### config.mk
export PLATFORM = sky130hd
export DESIGN_NAME = gated_square_tone_generator
export DESIGN_NICKNAME = d
export VERILOG_FILES = /design/src/hw/rtl/gstg_pkg.sv /design/src/hw/rtl/gstg_div.sv /design/src/hw/rtl/gstg_front.sv /design/src/hw/rtl/gstg_back.sv /design/src/hw/rtl/gated_square_tone_generator.sv
export SDC_FILE = /design/constraint.sdc
export NUM_CORES = 2
export LEC_CHECK = 0
export BUFFER_PORTS_ARGS = -buffer_cell sky130_fd_sc_hd__buf_4
export CORE_ASPECT_RATIO = 1.1
export CORE_UTILIZATION = 60
export CTS_BUF_LIST = sky130_fd_sc_hd__clkbuf_8
export CTS_CLUSTER_DIAMETER = 150
export DETAILED_ROUTE_END_ITERATION = 8
export PLACE_DENSITY = 0.79
export SLEW_MARGIN = 20
export SYNTH_ARGS = -nofsm -noshare
export SYNTH_HDL_FRONTEND = slang
export SYNTH_SLANG_ARGS = --single-unit
### constraint.sdc
create_clock -name clk -period 7.1 [get_ports clk]
set_input_delay 0.355 -clock clk [delete_from_list [all_inputs] [get_ports clk]]
set_output_delay 0.355 -clock clk [all_outputs]
set_load 0.02 [all_outputs]
### src/hw/rtl/gstg_pkg.sv
// gstg_pkg: shared types, constants and helpers of the gated square tone generator
// no dependencies
`default_nettype none

package gstg_pkg;

  localparam int unsigned FREQ_W   = 20;
  localparam int unsigned DUR_W    = 24;
  localparam int unsigned RATE_W   = 17;
  localparam int unsigned VOL_W    = 7;
  localparam int unsigned SAMPLE_W = 16;
  localparam int unsigned AMP_W    = 15;
  localparam int unsigned PHASE_W  = 24;
  localparam int unsigned FRAMES_W = 21;
  localparam int unsigned DIVD_W   = 41;
  localparam int unsigned QUOT_W   = 22;
  localparam int unsigned QH_W     = 5;

  localparam int unsigned CMD_LOAD = 0;
  localparam int unsigned CMD_TICK = 1;

  localparam int unsigned REG_SAMPLE_RATE = 0;
  localparam int unsigned REG_VOLUME      = 1;

  localparam int unsigned RATE_RESET   = 8000;
  localparam int unsigned VOLUME_RESET = 35;

  localparam int unsigned GATE_PERCENT  = 88;
  localparam int unsigned ROUND_HALF_US = 500000;
  localparam int unsigned US_PER_SECOND = 1000000;
  localparam int unsigned PERCENT_FULL  = 100;
  localparam int unsigned FRAMES_MAX    = 2097151;

  // x/1e6 = (x >> 6)/15625, the odd part split at bit 17 into two reciprocal steps
  localparam int unsigned DIV_PRESHIFT = 6;
  localparam int unsigned DIV_SPLIT    = 17;
  localparam int unsigned DIV_ODD      = 15625;
  localparam int unsigned DIV_REM_W    = 14;
  localparam int unsigned DIV_HI_MUL   = 274878;
  localparam int unsigned DIV_HI_MUL_W = 19;
  localparam int unsigned DIV_HI_SHIFT = 32;
  localparam int unsigned DIV_LO_MUL   = 32'd2251799814;
  localparam int unsigned DIV_LO_MUL_W = 32;
  localparam int unsigned DIV_LO_SHIFT = 45;

  // 88*n/100 = 22*n/25 via reciprocal 59055801/2^26, exact for 21-bit n
  localparam int unsigned GATE_MUL   = 59055801;
  localparam int unsigned GATE_MUL_W = 26;
  localparam int unsigned GATE_SHIFT = 26;

  // 32767*v/100 = 327*v + floor(67*v/100), the fraction via reciprocal 5243/2^19
  localparam int unsigned AMP_INT_MUL    = 327;
  localparam int unsigned AMP_FRAC_MUL   = 351281;
  localparam int unsigned AMP_FRAC_SHIFT = 19;

  localparam int unsigned FRONT_DEPTH = 2;

  typedef struct packed {
    logic              tick;
    logic [FREQ_W-1:0] freq;
    logic [DUR_W-1:0]  dur;
  } item_t;

  typedef struct packed {
    logic [SAMPLE_W-1:0] sample;
    logic                tone_last;
    logic                gate_on;
  } result_t;

  typedef struct packed {
    logic [RATE_W-1:0]  rate;
    logic [PHASE_W-1:0] wrap;
    logic [AMP_W-1:0]   amp;
  } cfg_t;

  typedef struct packed {
    logic              start;
    logic [DIVD_W-1:0] dividend;
  } div_req_t;

  typedef struct packed {
    logic              done;
    logic [QUOT_W-1:0] quotient;
  } div_rsp_t;

  function automatic logic [AMP_W-1:0] amp_of(input logic [VOL_W-1:0] vol);
    logic [VOL_W-1:0] v;
    logic [25:0]      frac;
    v    = (vol > VOL_W'(PERCENT_FULL)) ? VOL_W'(PERCENT_FULL) : vol;
    frac = 26'(v) * 26'(AMP_FRAC_MUL);
    return AMP_W'(AMP_W'(v) * AMP_W'(AMP_INT_MUL) + AMP_W'(frac >> AMP_FRAC_SHIFT));
  endfunction

  function automatic logic [PHASE_W-1:0] wrap_of(input logic [RATE_W-1:0] rate);
    return PHASE_W'(PHASE_W'(rate) * PHASE_W'(PERCENT_FULL));
  endfunction

endpackage

`default_nettype wire

### src/hw/rtl/gstg_div.sv
// gstg_div: divide by one million through reciprocal multiplication, three registered steps
// depends on gstg_pkg
`default_nettype none

module gstg_div import gstg_pkg::*; (
  input  wire logic     clk,
  input  wire logic     rst,
  input  wire div_req_t req,
  output div_rsp_t      rsp
);

  localparam int unsigned Y_W       = DIVD_W - DIV_PRESHIFT;
  localparam int unsigned YH_W      = Y_W - DIV_SPLIT;
  localparam int unsigned HI_PROD_W = YH_W + DIV_HI_MUL_W;
  localparam int unsigned LO_W      = DIV_REM_W + DIV_SPLIT;
  localparam int unsigned LO_PROD_W = LO_W + DIV_LO_MUL_W;

  logic [Y_W-1:0]       y;
  logic [QH_W-1:0]      q_hi;
  logic [LO_W-1:0]      lo_num;
  logic [QUOT_W-1:0]    quotient;
  logic [3:0]           stage;
  logic [YH_W-1:0]      y_hi;
  logic [DIV_SPLIT-1:0] y_lo;
  logic [HI_PROD_W-1:0] hi_prod;
  logic [DIV_REM_W-1:0] rem_hi;
  logic [LO_PROD_W-1:0] lo_prod;

  assign y_hi    = y[Y_W-1:DIV_SPLIT];
  assign y_lo    = y[DIV_SPLIT-1:0];
  // upper part over 15625, exact below 2^18
  assign hi_prod = HI_PROD_W'(y_hi) * HI_PROD_W'(DIV_HI_MUL);
  assign rem_hi  = DIV_REM_W'(y_hi - YH_W'(q_hi) * YH_W'(DIV_ODD));
  // remainder joined with the lower part over 15625, exact below 2^31
  assign lo_prod = LO_PROD_W'(lo_num) * LO_PROD_W'(DIV_LO_MUL);

  always_ff @(posedge clk) begin
    if (rst) begin
      stage <= '0;
    end else begin
      stage <= {stage[2:0], req.start};
    end
  end

  always_ff @(posedge clk) begin
    if (req.start) begin
      y <= req.dividend[DIVD_W-1:DIV_PRESHIFT];
    end
    if (stage[0]) begin
      q_hi <= hi_prod[DIV_HI_SHIFT +: QH_W];
    end
    if (stage[1]) begin
      lo_num <= {rem_hi, y_lo};
    end
    if (stage[2]) begin
      quotient <= {q_hi, lo_prod[DIV_LO_SHIFT +: DIV_SPLIT]};
    end
  end

  assign rsp.done     = stage[3];
  assign rsp.quotient = quotient;

endmodule

`default_nettype wire

### src/hw/rtl/gstg_front.sv
// gstg_front: input queue, takes pushed items and classifies them as load or tick
// depends on gstg_pkg
`default_nettype none

module gstg_front import gstg_pkg::*; #(
  parameter int unsigned DEPTH = FRONT_DEPTH
) (
  input  wire logic              clk,
  input  wire logic              rst,
  input  wire logic              push,
  output logic                   full,
  input  wire logic              command,
  input  wire logic [FREQ_W-1:0] tone_frequency,
  input  wire logic [DUR_W-1:0]  tone_duration_us,
  output logic                   item_valid,
  output item_t                  item,
  input  wire logic              item_pop
);

  localparam int unsigned PTR_W   = (DEPTH > 1) ? $clog2(DEPTH) : 1;
  localparam int unsigned COUNT_W = $clog2(DEPTH + 1);

  item_t              slots [DEPTH];
  logic [PTR_W-1:0]   wr_ptr;
  logic [PTR_W-1:0]   rd_ptr;
  logic [COUNT_W-1:0] count;
  logic               do_push;
  logic               do_pop;
  item_t              incoming;

  assign full       = (count == COUNT_W'(DEPTH));
  assign item_valid = (count != '0);
  assign do_push    = push && !full;
  assign do_pop     = item_pop && item_valid;
  assign item       = slots[rd_ptr];

  // classify the command into the queued item
  assign incoming.tick = (command == 1'(CMD_TICK));
  assign incoming.freq = tone_frequency;
  assign incoming.dur  = tone_duration_us;

  always_ff @(posedge clk) begin
    if (rst) begin
      wr_ptr <= '0;
      rd_ptr <= '0;
      count  <= '0;
    end else begin
      if (do_push) begin
        wr_ptr <= (wr_ptr == PTR_W'(DEPTH - 1)) ? '0 : wr_ptr + 1'b1;
      end
      if (do_pop) begin
        rd_ptr <= (rd_ptr == PTR_W'(DEPTH - 1)) ? '0 : rd_ptr + 1'b1;
      end
      if (do_push && !do_pop) begin
        count <= count + 1'b1;
      end else if (do_pop && !do_push) begin
        count <= count - 1'b1;
      end
    end
  end

  always_ff @(posedge clk) begin
    if (do_push) begin
      slots[wr_ptr] <= incoming;
    end
  end

endmodule

`default_nettype wire

### src/hw/rtl/gstg_back.sv
// gstg_back: tone state, load sequencer and per-tick sample generation with result register
// depends on gstg_pkg, drives gstg_div through div_req_t / div_rsp_t
`default_nettype none

module gstg_back import gstg_pkg::*; (
  input  wire logic     clk,
  input  wire logic     rst,
  input  wire logic     item_valid,
  input  wire item_t    item,
  output logic          item_pop,
  input  wire cfg_t     cfg,
  output div_req_t      div_req,
  input  wire div_rsp_t div_rsp,
  output logic          res_valid,
  output result_t       res,
  input  wire logic     res_pop,
  output logic          busy
);

  localparam logic [2:0] S_IDLE = 3'd0;
  localparam logic [2:0] S_MUL  = 3'd1;
  localparam logic [2:0] S_DIV1 = 3'd2;
  localparam logic [2:0] S_GMUL = 3'd3;

  localparam int unsigned GPROD_W = FRAMES_W + GATE_MUL_W;

  logic [2:0]          state;
  logic [2:0]          state_next;
  logic [PHASE_W-1:0]  phase_acc;
  logic [FRAMES_W-1:0] frames_left;
  logic [FRAMES_W-1:0] gate_frames_left;
  logic [FREQ_W-1:0]   step_value;
  logic [DUR_W-1:0]    dur;

  logic                slot_free;
  logic                do_tick;
  logic                do_load;
  logic                gate;
  logic [PHASE_W:0]    p_sum;
  logic [PHASE_W:0]    p_once;
  logic [PHASE_W-1:0]  phase_next;
  logic [SAMPLE_W-1:0] amp_word;
  logic [SAMPLE_W-1:0] sample_next;
  logic [FRAMES_W-1:0] frames_sat;
  logic [GPROD_W-1:0]  gate_prod;

  assign busy      = (state != S_IDLE);
  assign slot_free = !res_valid || res_pop;
  assign do_tick   = (state == S_IDLE) && item_valid && item.tick &&
                     (frames_left != '0) && slot_free;
  assign do_load   = (state == S_IDLE) && item_valid && !item.tick;
  assign item_pop  = (state == S_IDLE) && item_valid &&
                     (!item.tick || frames_left == '0 || slot_free);

  assign gate   = (gate_frames_left != '0);
  assign p_sum  = {1'b0, phase_acc} + (PHASE_W + 1)'(step_value);
  assign p_once = (p_sum >= {1'b0, cfg.wrap}) ? p_sum - {1'b0, cfg.wrap} : p_sum;
  always_comb begin
    if (cfg.wrap == '0 || p_once >= {1'b0, cfg.wrap}) begin
      phase_next = '0;
    end else begin
      phase_next = PHASE_W'(p_once);
    end
  end

  assign amp_word = SAMPLE_W'(cfg.amp);
  always_comb begin
    if (!gate) begin
      sample_next = '0;
    end else if (phase_acc < (cfg.wrap >> 1)) begin
      sample_next = amp_word;
    end else begin
      sample_next = SAMPLE_W'(-amp_word);
    end
  end

  always_comb begin
    if (div_rsp.quotient > QUOT_W'(FRAMES_MAX)) begin
      frames_sat = FRAMES_W'(FRAMES_MAX);
    end else if (div_rsp.quotient == '0) begin
      frames_sat = FRAMES_W'(1);
    end else begin
      frames_sat = FRAMES_W'(div_rsp.quotient);
    end
  end

  assign gate_prod = GPROD_W'(frames_left) * GPROD_W'(GATE_MUL);

  always_comb begin
    div_req          = '0;
    div_req.dividend = DIVD_W'(DIVD_W'(dur) * DIVD_W'(cfg.rate) + DIVD_W'(ROUND_HALF_US));
    state_next       = state;
    case (state)
      S_IDLE: begin
        if (do_load) begin
          state_next = S_MUL;
        end
      end
      S_MUL: begin
        div_req.start = 1'b1;
        state_next    = S_DIV1;
      end
      S_DIV1: begin
        if (div_rsp.done) begin
          state_next = (step_value == '0) ? S_IDLE : S_GMUL;
        end
      end
      S_GMUL: begin
        state_next = S_IDLE;
      end
      default: begin
        state_next = S_IDLE;
      end
    endcase
  end

  always_ff @(posedge clk) begin
    if (rst) begin
      state            <= S_IDLE;
      phase_acc        <= '0;
      frames_left      <= '0;
      gate_frames_left <= '0;
      step_value       <= '0;
      res_valid        <= 1'b0;
    end else begin
      state <= state_next;
      if (do_tick) begin
        res_valid   <= 1'b1;
        frames_left <= frames_left - 1'b1;
        if (gate) begin
          phase_acc        <= phase_next;
          gate_frames_left <= gate_frames_left - 1'b1;
        end
      end else if (res_pop) begin
        res_valid <= 1'b0;
      end
      if (do_load) begin
        phase_acc  <= '0;
        step_value <= item.freq;
      end
      if (state == S_DIV1 && div_rsp.done) begin
        frames_left      <= frames_sat;
        gate_frames_left <= '0;
      end
      if (state == S_GMUL) begin
        gate_frames_left <= gate_prod[GATE_SHIFT +: FRAMES_W];
      end
    end
  end

  always_ff @(posedge clk) begin
    if (do_load) begin
      dur <= item.dur;
    end
    if (do_tick) begin
      res.sample    <= sample_next;
      res.tone_last <= (frames_left == FRAMES_W'(1));
      res.gate_on   <= gate;
    end
  end

  a_gate_within_tone: assert property (@(posedge clk) disable iff (rst)
    (state == S_IDLE) |-> (gate_frames_left <= frames_left))
    else $error("gate count exceeds frame count");

  a_silent_is_zero: assert property (@(posedge clk) disable iff (rst)
    (res_valid && !res.gate_on) |-> (res.sample == '0))
    else $error("silent item carries a nonzero sample");

  a_result_from_idle: assert property (@(posedge clk) disable iff (rst)
    $rose(res_valid) |-> $past(state == S_IDLE))
    else $error("result produced outside idle state");

  a_no_pop_while_busy: assert property (@(posedge clk) disable iff (rst)
    busy |-> !item_pop)
    else $error("item taken while load in progress");

endmodule

`default_nettype wire

### src/hw/rtl/gated_square_tone_generator.sv
// Gated square tone generator. A tick item (command 1) yields one sample while frames of
// the current tone remain, waiting for a free output register, and nothing once the tone
// has run out. A load item (command 0) yields nothing and holds the back end busy: its
// frame count goes through a three-step reciprocal divide by one million, the sounded-frame
// count is then formed in a multiply state, skipped for a rest; ticks queued behind it wait.
// Items are taken into a small input queue meanwhile; a finished sample sits in an output
// register until popped.
// Configuration writes are held off (cfg_ready low) while any item is queued or a load
// is running, so rate and volume changes land between items.
`default_nettype none

module gated_square_tone_generator import gstg_pkg::*; #(
  parameter int unsigned QUEUE_DEPTH = FRONT_DEPTH
) (
  input  wire logic                clk,
  input  wire logic                rst,
  input  wire logic                push,
  output logic                     full,
  input  wire logic                command,
  input  wire logic [FREQ_W-1:0]   tone_frequency,
  input  wire logic [DUR_W-1:0]    tone_duration_us,
  output logic                     empty,
  input  wire logic                pop,
  output logic signed [SAMPLE_W-1:0] sample,
  output logic                     tone_last,
  output logic                     gate_on,
  input  wire logic                cfg_valid,
  output logic                     cfg_ready,
  input  wire logic                cfg_index,
  input  wire logic [RATE_W-1:0]   cfg_data
);

  logic              item_valid;
  item_t             item;
  logic              item_pop;
  div_req_t          div_req;
  div_rsp_t          div_rsp;
  logic              res_valid;
  result_t           res;
  logic              busy;
  cfg_t              cfg;
  logic [RATE_W-1:0] sample_rate;
  logic [PHASE_W-1:0] wrap;
  logic [AMP_W-1:0]  amp;
  logic              cfg_write;

  assign cfg_ready = !busy && !item_valid;
  assign cfg_write = cfg_valid && cfg_ready;

  // wrap and amplitude are kept alongside the raw sample rate register
  always_ff @(posedge clk) begin
    if (rst) begin
      sample_rate <= RATE_W'(RATE_RESET);
      wrap        <= wrap_of(RATE_W'(RATE_RESET));
      amp         <= amp_of(VOL_W'(VOLUME_RESET));
    end else if (cfg_write) begin
      case (cfg_index)
        1'(REG_SAMPLE_RATE): begin
          sample_rate <= cfg_data;
          wrap        <= wrap_of(cfg_data);
        end
        1'(REG_VOLUME): begin
          amp <= amp_of(cfg_data[VOL_W-1:0]);
        end
        default: begin
        end
      endcase
    end
  end

  assign cfg.rate = sample_rate;
  assign cfg.wrap = wrap;
  assign cfg.amp  = amp;

  gstg_front #(
    .DEPTH(QUEUE_DEPTH)
  ) u_front (
    .clk              (clk),
    .rst              (rst),
    .push             (push),
    .full             (full),
    .command          (command),
    .tone_frequency   (tone_frequency),
    .tone_duration_us (tone_duration_us),
    .item_valid       (item_valid),
    .item             (item),
    .item_pop         (item_pop)
  );

  gstg_div u_div (
    .clk (clk),
    .rst (rst),
    .req (div_req),
    .rsp (div_rsp)
  );

  gstg_back u_back (
    .clk        (clk),
    .rst        (rst),
    .item_valid (item_valid),
    .item       (item),
    .item_pop   (item_pop),
    .cfg        (cfg),
    .div_req    (div_req),
    .div_rsp    (div_rsp),
    .res_valid  (res_valid),
    .res        (res),
    .res_pop    (pop),
    .busy       (busy)
  );

  assign empty     = !res_valid;
  assign sample    = res.sample;
  assign tone_last = res.tone_last;
  assign gate_on   = res.gate_on;

endmodule

`default_nettype wire

==> impl_metrics.csv <==
group,metric,value,unit
timing,finalSetupViolCount,10,
drt,routedWlPerCell,19.29,µm
floorplan,die_area,0.1073,mm²
synthesis,syn-num-nets,8504,
timing,worst_slack,-0.2186,ns
grt,globalRouteTotalUtil,0.3054,
floorplan,placementRows,124,
timing,worst_hold_slack,0.03935,ns
critical_path,crit_type,"register to register",
timing,final.min_clock_period,7.319,ns
drt,first_iter_violations,2897,
cells_and_area,area_growth,12.75,%
timing,fmax,136.6,MHz
cells_and_area,mostFrequentLayoutCell,"inv_1",
outcome,violations,"negative setup slack",
cells_and_area,layout-drive-gt1-share,0.1227,
grt,overflow,0,
grt,grt_max_degree,70,
clock_tree,cts_tree,"done",
critical_path,cp_max_fo,4,
critical_path,worst_setup_path_start_kind,"register",
place,dpl_cell_area,0.06881,mm²
timing,fin_skew,0.05994,ns
clock_tree,worst_skew_pair.late_latency,0.74,ns
cells_and_area,stdcell_area,0.07171,mm²
grt,grt_pass1_vias,49580,
clock_tree,clkSinkCount,374,
clock_tree,cts.reportedPaths.clkPinSlew,0.06,ns
place,place_hpwl,135100,µm
floorplan,core_area,0.1046,mm²
outcome,outcome,"finished with violations",
grt,antenna_found_initial,1,
grt,use_met3,0.04322,
clock_tree,cts-htree-levels,3,
floorplan,ios,89,
synthesis,ys_warn_count,0,
critical_path,arrival,7.79,ns
place,io_buffers,88,
timing,tightestPinTransition,1.078,ns
run,cap_violations,0,
grt,grt_pass1_wl,256600,µm
drt,drt_first_pass_iters,6,
timing,grt_setup_unrepaired,"yes",
clock_tree,ctsRootBufferMaster,"clkbuf_8",
floorplan,die_w,312.4,µm
synthesis,netlist_instances,6262,
clock_tree,numCtsBuffers,68,
synthesis,async_flop_share,0,
synthesis,yosysUniqueCellTypes,85,
synthesis,synth_edf_count,225,
timing,setup_tns,-0.9392,ns
timing,post-route-period-util,1.031,
drt,routed_wirelength,158300,µm
drt,drcViolationCount,0,
critical_path,end_kind,"register",
synthesis,avgSynthCellArea,10.16,µm²
place,place.gp.congestion,0.9569,
grt,grtUsageMet1,0.3787,
timing,finalMaxSlewViolations,0,
grt,top_usage_layer,"met2",
cells_and_area,post-route-util,0.6857,
synthesis,ys_seq_elements,374,
floorplan,start_util,0.6082,
synthesis,synth_flop_cell,"edfxtp_1",
grt,grt.met2_usage,0.5410,
timing,timing.final.hold_violations,0,
drt,antenna_left,0,
hold_path,hold_class,"input port to register",
synthesis,syn_area,0.06360,mm²
drt,viasPerCell,5.582,
drt,routed-via-count,45820,
cells_and_area,layout_common_cells,"1500 x inv_1, 1096 x ha_1, 1036 x fa_1",
cells_and_area,nets,9010,
timing,slew_headroom,0.2804,
critical_path,crit_required,7.57,ns
floorplan,die_height,343.5,µm
synthesis,ys_seq_area_frac,0.1531,
clock_tree,cts_buffer_depth,3,
[logic make-up after synthesis]
family | share of synthesized area
fa+ha+maj | 0.5524
xor+xnor | 0.02603
flops | 0.1531
compound gates | 0.07126
simple gates | 0.08735
mux | 0.01369
buf+inv | 0.09617
[cell usage after synthesis (9+ instances only)]
cell type / instances / area share
or2_2: 14 / 0.0014
a211o_1: 12 / 0.0017
a31oi_1: 26 / 0.0026
o211ai_1: 30 / 0.0035
o22ai_1: 9 / 0.00089
o21ai_0: 100 / 0.0079
nand2b_1: 27 / 0.0027
mux2i_1: 24 / 0.0038
xor2_1: 59 / 0.0081
o2111ai_1: 9 / 0.0012
o31ai_1: 13 / 0.0015
nand4_1: 26 / 0.0026
nor4_1: 32 / 0.0031
and3_1: 26 / 0.0026
or3_1: 24 / 0.0024
ha_1: 1118 / 0.22
nand3_1: 70 / 0.0055
clkbuf_1: 116 / 0.0068
a22o_1: 23 / 0.0032
nor3_1: 79 / 0.0062
a21oi_1: 176 / 0.014
fa_1: 1056 / 0.33
edfxtp_1: 225 / 0.11
dfxtp_1: 149 / 0.047
mux2_2: 56 / 0.0099
nor2b_1: 34 / 0.0033
a21o_1: 78 / 0.0092
and2_1: 144 / 0.014
o21bai_1: 21 / 0.0025
a211oi_1: 65 / 0.0077
nand2_1: 435 / 0.026
nor2_1: 190 / 0.011
or4_1: 10 / 0.0012
inv_1: 1489 / 0.088
o21a_1: 26 / 0.0031
xnor2_1: 130 / 0.018
[per-stage QoR]
| stage | setup slack [ns] | instances |
|---|---|---|
| after global routing | -0.4174 | 8208 |
| after global placement | -0.4580 | 7996 |
| after detailed placement | -0.6422 | 7996 |
| after floorplan | -0.05476 | 6262 |
| after CTS | -0.2558 | 8186 |
| final | -0.2186 | 8208 |
[final cells by class]
cell class / count / area [µm²]
antenna: 1 / 2.502
inverter: 1490 / 5625
fill: 7853 / 32860
timing repair buffer: 567 / 4661
tap: 1386 / 1734
clock inverter: 50 / 422.9
clock buffer: 73 / 1005
sequential: 374 / 9754
multi-input combinational: 4267 / 48500
[critical path: stages (launching register included)]
cell and delay (ns):
edfxtp_1 0.41, buf_4 0.17, buf_6 0.13, ha_4 0.26
inv_1 0.04, fa_1 0.47, inv_1 0.06, fa_1 0.52
fa_1 0.53, inv_2 0.04, fa_1 0.50, fa_1 0.50
inv_1 0.05, fa_1 0.50, fa_1 0.47, ha_4 0.32
a211oi_4 0.06, or3_4 0.37, a211o_1 0.27, a31oi_1 0.16
buf_4 0.15, a2111oi_4 0.04, buf_4 0.19, buf_12 0.13
o31ai_4 0.19, nand4_1 0.19, a311oi_2 0.27, xor2_1 0.11
[flip-flops by register name (all words and copies together), names as in the netlist, 17 cells and up, named ones only]
register and flops:
wrap 19, u_back.res 18, u_back.gate_frames_left 21, sample_rate 17
u_front.slots 90, u_div.quotient 22, u_div.y 35, u_back.dur 24
u_div.lo_num 31, u_back.phase_acc 24, u_back.step_value 20, u_back.frames_left 21
[what timing repair did]
action | in CTS | in global routing
resized for setup | 52 | 90
endpoints found under the hold margin | 97 | 0
hold buffers | 52 | 0
endpoints found under the setup margin | 35 | 56
setup buffers | 16 | 22
cloned | 0 | 1
pin swaps | 30 | 74
[final timing paths]
kind | endpoint | start | cells past startpoint | slack [ns]
max | u_div.quotient[12] | u_div.lo_num[15] | 27 | -0.22
min | sample_rate[8] | cfg_data[8] | 3 | 0.04
max reg2reg | u_div.quotient[12] | u_div.lo_num[15] | 27 | -0.22
min reg2reg | u_div.lo_num[0] | u_div.y[0] | 0 | 0.42
[routing by layer]
layer | share of wire | wire, µm
met5 | 0 | 0
met1 | 0.39 | 62260
met2 | 0.51 | 80800
met4 | 0.037 | 5817
met3 | 0.060 | 9473
Power is not shown: default switching activity piles up to over one toggle a cycle in this logic, so the estimate is an artifact.
